`src/tlq_pkg.sv`:
```
// tlq_pkg: shared types and constants of the traffic light queue step block
`timescale 1ns / 1ps
package tlq_pkg;

  // configuration port geometry
  localparam int CFG_IDX_W  = 3;
  localparam int CFG_DATA_W = 24;

  // register indexes
  localparam logic [CFG_IDX_W-1:0] CFG_TICK_MS     = 3'd0;
  localparam logic [CFG_IDX_W-1:0] CFG_DEP_PERIOD  = 3'd1;
  localparam logic [CFG_IDX_W-1:0] CFG_GREEN_MS    = 3'd2;
  localparam logic [CFG_IDX_W-1:0] CFG_AMBER_MS    = 3'd3;
  localparam logic [CFG_IDX_W-1:0] CFG_RED_MS      = 3'd4;

  // register reset values
  localparam logic [15:0] RST_TICK_MS    = 16'd100;
  localparam logic [23:0] RST_DEP_PERIOD = 24'd2000;
  localparam logic [23:0] RST_GREEN_MS   = 24'd30000;
  localparam logic [23:0] RST_AMBER_MS   = 24'd3000;
  localparam logic [23:0] RST_RED_MS     = 24'd30000;

  // depth of the command queue between front and back
  localparam int CMD_Q_DEPTH = 2;

  typedef enum logic [1:0] {
    LIGHT_GREEN = 2'd0,
    LIGHT_AMBER = 2'd1,
    LIGHT_RED   = 2'd2
  } light_t;

  typedef enum logic [1:0] {
    BK_IDLE,
    BK_ENQ,
    BK_READ,
    BK_STEP
  } back_state_t;

  typedef struct packed {
    logic [15:0] tick_ms;
    logic [23:0] departure_period_ms;
    logic [23:0] green_ms;
    logic [23:0] amber_ms;
    logic [23:0] red_ms;
  } cfg_t;

  // one classified tick request
  typedef struct packed {
    logic [3:0] count;
    logic       no_cars;
  } cmd_t;

  typedef struct packed {
    logic [1:0]  light;
    logic        departed;
    logic [31:0] wait_ms;
    logic [8:0]  queue_length;
    logic [3:0]  dropped;
  } result_t;

endpackage

```
`src/tlq_front.sv`:
```
// tlq_front: accepts tick requests, limits the arrival count and classifies them
`timescale 1ns / 1ps
module tlq_front #(
  parameter int MAX_ARRIVALS = 15
) (
  input  logic          clk,
  input  logic          rst,
  input  logic          in_valid,
  output logic          in_ready,
  input  logic [3:0]    arrivals,
  output logic          cmd_valid,
  input  logic          cmd_ready,
  output tlq_pkg::cmd_t cmd
);
  import tlq_pkg::*;

  localparam logic [7:0] MAX_A = 8'(MAX_ARRIVALS);

  logic [3:0] clamped;

  // saturate the arrival count
  always_comb begin
    if ({4'd0, arrivals} > MAX_A) begin
      clamped = MAX_A[3:0];
    end else begin
      clamped = arrivals;
    end
  end

  assign in_ready = !cmd_valid || cmd_ready;

  // request holding register
  always_ff @(posedge clk) begin
    if (rst) begin
      cmd_valid <= 1'b0;
    end else if (in_ready) begin
      cmd_valid <= in_valid;
    end
  end

  always_ff @(posedge clk) begin
    if (in_valid && in_ready) begin
      cmd.count   <= clamped;
      cmd.no_cars <= (clamped == 4'd0);
    end
  end

endmodule

```
`config.mk`:
```
export PLATFORM = sky130hd
export DESIGN_NAME = tlq_front
export DESIGN_NICKNAME = d
export VERILOG_FILES = /design/src/tlq_pkg.sv /design/src/tlq_front.sv
export SDC_FILE = /design/constraint.sdc
export NUM_CORES = 1
export LEC_CHECK = 0
export BUFFER_PORTS_ARGS = -buffer_cell sky130_fd_sc_hd__buf_2
export CORE_AREA = 2 2 39 41
export CTS_BUF_LIST = sky130_fd_sc_hd__clkbuf_8
export DETAILED_ROUTE_END_ITERATION = 6
export DIE_AREA = 0 0 41 43
export HOLD_SLACK_MARGIN = 0.03
export PLACE_DENSITY_LB_ADDON = 0.12
export SYNTH_ARGS = -nofsm -noshare
export SYNTH_HDL_FRONTEND = slang
export SYNTH_SLANG_ARGS = --single-unit
```
`constraint.sdc`:
```
create_clock -name clk -period 2.9 [get_ports clk]
set_clock_uncertainty 0.2 [all_clocks]
set_input_delay 0.29 -clock clk [delete_from_list [all_inputs] [get_ports clk]]
set_output_delay 0.29 -clock clk [all_outputs]
set_load 0.01 [all_outputs]
```
==> out/results.txt <==
CTS tree - done
post-CTS setup repair buffer count - 0
drt pass-1 iters - 2
Synth top area share - 68.97%
root buffer cell - clkbuf_8
CTS Sinks - 6
critical path startpoint category - flop
largest net degree at the start of global routing - 6
post-route ant nets - 0
first-pass GRT wire length - 662 um
Synthesis Warnings - 0
Initial Util - 15.73%
fin cells - 46
post-cts gate resize count - 0
diode count - 0
row cnt - 14
H-tree Lvls - 1
vias post-DR - 170
Yosys reg bits - 6
vias in the first global route - 173
Max Clk Rate - 0.7795 GHz
area grow syn2layout - 66.67%
IO Port Bufs - 14
total of max-cap violations - 0
Power Internal - 201.7 uW
Rel. slew slack - 86.47%
CTS buffer count - 3
switching power - 49.83 uW
Gate power share - 8.5%
Reg2Reg Setup Slack - 1.82 ns
unrepaired setup endpoints after global routing - no
largest cells by area after synthesis - edfxtp_1 (69%), dfxtp_1 (9.2%), nand2b_4 (6.3%)
setup ws final - 1.617 ns
chip height - 43 um
Final Max Slew Viols - 0
Worst Path Arrival - 0.79 ns
post-synthesis cell area - 217.7 um2
Cell Count Post-Placement - 41
Clk network pwr share - 51.2%
fin area - 362.8 um2
drc violations - 0
sequential share of the synthesized area - 78.16%
class of the worst hold path - in -> reg
clk buf depth - 2
Routed Wire Length - 457 um
global route total overflow - 0
CORE AREA - 1384 um2
layout cell share with drive strength beyond 1 - 70.00%
most common cell in the netlist - edfxtp_1
Synth Instances - 11
nets - 39
Synth cell types - 7
ys async rst share - 0%
EDFF count, synth - 5
period utilization - 44.24%
Via density - 3.696
critical path class - reg -> out
final hold vios - 0
crit end category - output pin
GPL Wtd Cong - 0.5320
VDD IR max - 0.0003553 V
1st-iter DRT viols - 2
sw frac - 19.81%
final worst path period need - 1.283 ns
Avg Cell Area, Syn - 19.79 um2
area leader, netlist - edfxtp_1
Synthesized Nets - 19
register share of total power - 40.3%
clock slew at reported path FFs - 0.04 ns
Leakage - 0.0001630 uW
# setup viols final - 0
outcome - finished, final reports clean
setup TNS - 0 ns
Place WS - 1.730 ns
pwr/cell area - 693.3 nW/um2
crit-path max FO - 3
Die ar. - 1763 um2
most common flop cell mapped by yosys - edfxtp_1
drt wl/cell - 9.935 um
Tot GR Track Use - 6.754%
Horiz. Die Dim - 41 um
I/O pin count - 15
required time of the worst setup path - 2.41 ns
worst skew pair latency - 0.22 ns
worst slew pin tran - 0.2013 ns
dpl cell area - 307.8 um2
initial antenna violation count - 0
[worst paths after layout]
kind                                               end                    from  cells past startpoint
worst max-delay path                          in_ready  cmd_valid$_SDFFE_PP0P_                      2
worst min-delay path                  cmd[3]$_DFFE_PP_             arrivals[2]                      1
worst max register to register        cmd[2]$_DFFE_PP_  cmd_valid$_SDFFE_PP0P_                      2
worst min register to register  cmd_valid$_SDFFE_PP0P_  cmd_valid$_SDFFE_PP0P_                      2
[kinds of logic after synthesis]
| kind of cell | synth area share [%] |
|---|---|
| DFF | 78.16 |
| and+or+nand+nor | 16.09 |
| AOI/OAI and AO/OA | 4.024 |
| buffers and inverters | 1.722 |
[final cells by class]
type | count | area [um2]
fill | 154 | 1021
sequential | 6 | 170.2
timing repair buffer | 15 | 80.08
multi-input combinational | 4 | 43.79
clock buffer | 3 | 41.29
tap | 16 | 20.02
clock inverter | 1 | 3.754
inverter | 1 | 3.754
[power groups by stage]
stage	Clock [uW]	Sequential, uW	Combinational (uW)
after floorplan	0	106	5.85
after global placement	0	103	20.6
after global routing	139	102	23.7
after CTS	133	101	21.9
final	129	101	21.3
after detailed placement	0	103	20.8
[flip-flops by register name (all words and copies together) (netlist names)]
| register | flops |
|---|---|
| cmd | 5 |
| cmd_valid | 1 |
[worst max-delay path, stage by stage, from the launching register on]
cell	delay, ns
dfxtp_1	0.37
nand2b_4	0.07
buf_2	0.14
[cell usage in the layout, fill, tap and decap left out]
cell / synthesis / routed
clkbuf_8: 0 / 3
inv_1: 1 / 2
a21oi_2: 1 / 1
dfxtp_1: 1 / 1
dlygate4sd3_1: 0 / 1
buf_2: 0 / 14
nand2b_4: 1 / 1
and2_4: 1 / 1
nor4_2: 1 / 1
edfxtp_1: 5 / 5
[routing by layer]
metal / track usage (%) / vias up / part of all wire, %
li1: - / 77 / -
met1: 3.909 / 78 / 34
met2: 10.31 / 15 / 49
met3: 9.948 / 0 / 17
met4: 2.000 / 0 / 0
met5: 0 / - / 0
[per-stage QoR]
| step | total power [uW] | utilization (%) | hold WS [ns] |
|---|---|---|---|
| finish | 251.6 | 26.22 | 0.06825 |
| CTS | 256.7 | 26.22 | 0.06335 |
| detailed placement | 123.5 | 22.24 | 0.2543 |
| global placement | 123.1 | 22.24 | 0.2517 |
| global route | 264.6 | 26.22 | 0.06315 |
| floorplan | 111.5 | - | 0.1524 |
[what timing repair did]
item	in CTS	in global routing
endpoints found under the setup margin	0	0
hold endpoints to repair	1	0
hold buffers	1	0
Note: power is estimated with default switching activity, not from simulation.
