## src/tlq_pkg.sv

```systemverilog
// tlq_pkg: shared types and constants of the traffic light queue step block
`timescale 1ns / 1ps
package tlq_pkg;

  // configuration port geometry
  localparam int CFG_IDX_W  = 3;
  localparam int CFG_DATA_W = 24;

  // register indexes
  localparam logic [CFG_IDX_W-1:0] CFG_TICK_MS     = 3'd0;
  localparam logic [CFG_IDX_W-1:0] CFG_DEP_PERIOD  = 3'd1;
  localparam logic [CFG_IDX_W-1:0] CFG_GREEN_MS    = 3'd2;
  localparam logic [CFG_IDX_W-1:0] CFG_AMBER_MS    = 3'd3;
  localparam logic [CFG_IDX_W-1:0] CFG_RED_MS      = 3'd4;

  // register reset values
  localparam logic [15:0] RST_TICK_MS    = 16'd100;
  localparam logic [23:0] RST_DEP_PERIOD = 24'd2000;
  localparam logic [23:0] RST_GREEN_MS   = 24'd30000;
  localparam logic [23:0] RST_AMBER_MS   = 24'd3000;
  localparam logic [23:0] RST_RED_MS     = 24'd30000;

  // depth of the command queue between front and back
  localparam int CMD_Q_DEPTH = 2;

  typedef enum logic [1:0] {
    LIGHT_GREEN = 2'd0,
    LIGHT_AMBER = 2'd1,
    LIGHT_RED   = 2'd2
  } light_t;

  typedef enum logic [1:0] {
    BK_IDLE,
    BK_ENQ,
    BK_READ,
    BK_STEP
  } back_state_t;

  typedef struct packed {
    logic [15:0] tick_ms;
    logic [23:0] departure_period_ms;
    logic [23:0] green_ms;
    logic [23:0] amber_ms;
    logic [23:0] red_ms;
  } cfg_t;

  // one classified tick request
  typedef struct packed {
    logic [3:0] count;
    logic       no_cars;
  } cmd_t;

  typedef struct packed {
    logic [1:0]  light;
    logic        departed;
    logic [31:0] wait_ms;
    logic [8:0]  queue_length;
    logic [3:0]  dropped;
  } result_t;

endpackage

```

## src/tlq_cmd_q.sv

```systemverilog
// tlq_cmd_q: short queue of classified requests between front and back
`timescale 1ns / 1ps
module tlq_cmd_q (
  input  logic          clk,
  input  logic          rst,
  input  logic          push_valid,
  output logic          push_ready,
  input  tlq_pkg::cmd_t push_data,
  output logic          pop_valid,
  input  logic          pop_ready,
  output tlq_pkg::cmd_t pop_data
);
  import tlq_pkg::*;

  localparam int PW = $clog2(CMD_Q_DEPTH);

  cmd_t        entries [CMD_Q_DEPTH];
  logic [PW-1:0] wr_ptr;
  logic [PW-1:0] rd_ptr;
  logic [PW:0]   count;
  logic          push;
  logic          pop;

  assign push_ready = (count != (PW+1)'(CMD_Q_DEPTH));
  assign pop_valid  = (count != '0);
  assign push       = push_valid && push_ready;
  assign pop        = pop_valid && pop_ready;
  assign pop_data   = entries[rd_ptr];

  // pointers and fill level
  always_ff @(posedge clk) begin
    if (rst) begin
      wr_ptr <= '0;
      rd_ptr <= '0;
      count  <= '0;
    end else begin
      if (push) begin
        wr_ptr <= (wr_ptr == PW'(CMD_Q_DEPTH-1)) ? '0 : wr_ptr + 1'b1;
      end
      if (pop) begin
        rd_ptr <= (rd_ptr == PW'(CMD_Q_DEPTH-1)) ? '0 : rd_ptr + 1'b1;
      end
      if (push && !pop) begin
        count <= count + 1'b1;
      end else if (pop && !push) begin
        count <= count - 1'b1;
      end
    end
  end

  // storage
  always_ff @(posedge clk) begin
    if (push) begin
      entries[wr_ptr] <= push_data;
    end
  end

endmodule

```

## config.mk

```make
export PLATFORM = sky130hd
export DESIGN_NAME = tlq_cmd_q
export DESIGN_NICKNAME = d
export VERILOG_FILES = /design/src/tlq_pkg.sv /design/src/tlq_cmd_q.sv
export SDC_FILE = /design/constraint.sdc
export NUM_CORES = 1
export LEC_CHECK = 0
export ABC_AREA = 1
export CAP_MARGIN = 20
export CORE_AREA = 8 8 45 47
export DETAILED_ROUTE_END_ITERATION = 8
export DIE_AREA = 0 0 53 55
export DONT_BUFFER_PORTS = 1
export PLACE_DENSITY_LB_ADDON = 0.15
export SLEW_MARGIN = 30
export SYNTH_ARGS = -nofsm -noshare
export SYNTH_HDL_FRONTEND = slang
export SYNTH_SLANG_ARGS = --single-unit
export TNS_END_PERCENT = 1
```

## constraint.sdc

```tcl
create_clock -name clk -period 4.2 [get_ports clk]
set_clock_uncertainty 0.15 [all_clocks]
set_input_delay 0.42 -clock clk [delete_from_list [all_inputs] [get_ports clk]]
set_output_delay 0.42 -clock clk [all_outputs]
set_load 0.01 [all_outputs]
```

==> reports/results.ini <==
[status]
status=finished clean

[routing]
wl_um=936
detail_route.wl_per_cell_um=13.0
via_per_inst=5.00
first_pass_iters=3
vias=360
drt-initial-drc-count=4
postRouteAntennaNets=0
drc=0

[floorplan]
core_um2=1380
rows=14
die_height_um=55
ioPinCount=16
die_x_um=53
start_util_pct=44.0
dieArea_um2=2920

[power_and_ir_drop]
netSwitchingPower_uw=138
p_clk_share_pct=19.4
cellPowerDensity_nw_per_um2=620
leakage_uw=0.000261
ir_drop_mv=0.247
total_power_uw=407
power.internal_uw=270
combPwrFrac_pct=30.0
seqPwrFrac_pct=50.6
swShare_pct=33.8

[critical_path]
cp_top_family=flip-flops
critical_path_buf_inv_count=0
cp_max_fo=5
cp_data_required_time_ns=3.63
path_class=register to output port
critPathSlowestCell=dfxtp_1
crit_path_start_kind=register
critical_path.cell_chain=mux2_2
end_kind=output port
cp_slowest_stage_delay_ns=0.45
cp.arrival_ns=1.13

[synth]
synth.avg_cell_area_um2=11.7
ys_ff_latch=15
yosys-top-cells-area=edfxtp_1 (49%), dfxtp_1 (16%), mux2_2 (9.2%)
yosys.area.top_type=edfxtp_1
synth_top_area_share_pct=49.3
postSynthCellCount=52
yosysWarnings=0
ys_seq_area_share_pct=65.7
syn-num-nets=62
synth.distinct_cells=15
syn-cell-area_um2=609

[grt]
grt_pass1_wl_um=1450
grt_max_degree=10
antenna_found_initial=0
grtUsageTotal_pct=7.21
grt-ovfl-total=0
first_global_vias=353

[sta]
min_period_ns=1.70
finalMaxSlewViolations=0
tightest_slew_ns=0.442
finalSetupTns_ns=0
maxSlewHeadroom_pct=70.4
rsz0062_at_grt=no
finalCritPeriodShare_pct=40.4
fmax_mhz=590
setup-violations-final=0
hold_viol=0

[clock_network]
cts.clk_slew.worst_paths_ns=0.08
cts_buffers=3
cts_max_level=1
post_cts_buffers=0
cts_tree=done
cts_root_buffer=clkbuf_4
post_cts_resized=0
clk_latency_ns=0.28
hold_buffers=0
cts.sinks=15
clockBufferDepth=2

[finish]
final_core_util_pct=47.5
area_delta_synth_final_pct=7.80
seqCellArea_um2=400
drive_above_1_share_pct=25.0
stdcell_count=72
nets=67
multi_input_area_um2=178
antenna_cells=0
num-fill-cells=136
final_area_um2=657

[place]
place_hpwl_um=781
postPlaceCellArea_um2=629
io_buffers=0
dp_cells=68
gp_congestion=0.621

[job]
cap_violations=0

[min_path]
hp-class=input pin to register

## worst paths after layout
kind                                    from             to  cells after the start  slack, ns
worst min-delay path            push_data[2]  entries[1][2]                      0       0.08
worst max-delay path                register    pop_data[3]                      1       2.50
worst min register to register        rd_ptr         rd_ptr                      2       0.36
worst max register to register      count[0]       count[1]                     10       2.72
## stage by stage
stage               worst slack, ns  hold slack (ns)
detailed placement             2.72            0.348
floorplan                      2.81            0.315
CTS                            2.48           0.0666
global placement               2.74            0.333
finish                         2.50           0.0814
global route                   2.43           0.0574
## cell families after synthesis
group | count (synthesis) | share of synthesized area (%)
buffers and inverters | 8 | 5.13
multiplexers | 5 | 9.24
AND/OR/NAND/NOR | 19 | 14.6
adder cells (fa/ha/maj) | 1 | 2.05
AO/OA/AOI/OAI | 4 | 3.29
flip-flops | 15 | 65.7
## routing by layer
layer	global-route usage (%)	vias up	routed length, um	share of wire, %
met3	5.35	4	136	15
met2	12.1	12	480	51
met5	0	-	0	0
met4	6.47	0	26	2.8
li1	-	183	-	-
met1	5.23	161	292	31
## synth_stat cells
cell,number
a21oi_1,2
nor2_1,7
nand2_2,2
clkinv_2,1
ha_1,1
edfxtp_1,10
o21ai_0,2
mux2_2,5
nand2_4,1
nand4_1,1
dfxtp_1,5
inv_1,6
nand3_1,2
inv_2,1
nand2_1,6
## state kept, by name (all words and copies together), names as in the netlist, named ones only
register	cells
rd_ptr	1
entries	10
wr_ptr	1
count	2
## layout by cell type (no fill, tap or decap)
cell type and instances:
a21oi_1 2, clkbuf_4 3, clkinv_2 2, dfxtp_1 5, edfxtp_1 10, ha_1 1, inv_1 6, inv_2 1
mux2_2 5, nand2_1 6, nand2_2 2, nand2_4 1, nand3_1 2, nand4_1 1, nor2_1 7, o21ai_0 2
## layout make-up
type | count | share of cell area, %
sequential | 15 | 61.0
inverter | 8 | 4.76
tap | 16 | 3.05
clock inverter | 1 | 0.762
multi-input combinational | 29 | 27.0
clock buffer | 3 | 3.43
## power groups by stage
stage	clock network [uW]	logic [uW]	registers (uW)
4_1_cts	85.4	125	207
2_1_floorplan	0	107	206
6_report	79.1	122	206
3_3_place_gp	0	123	209
5_1_grt	89.1	137	210
3_5_place_dp	0	125	210
No activity file was read; power rests on OpenSTA's default activity.
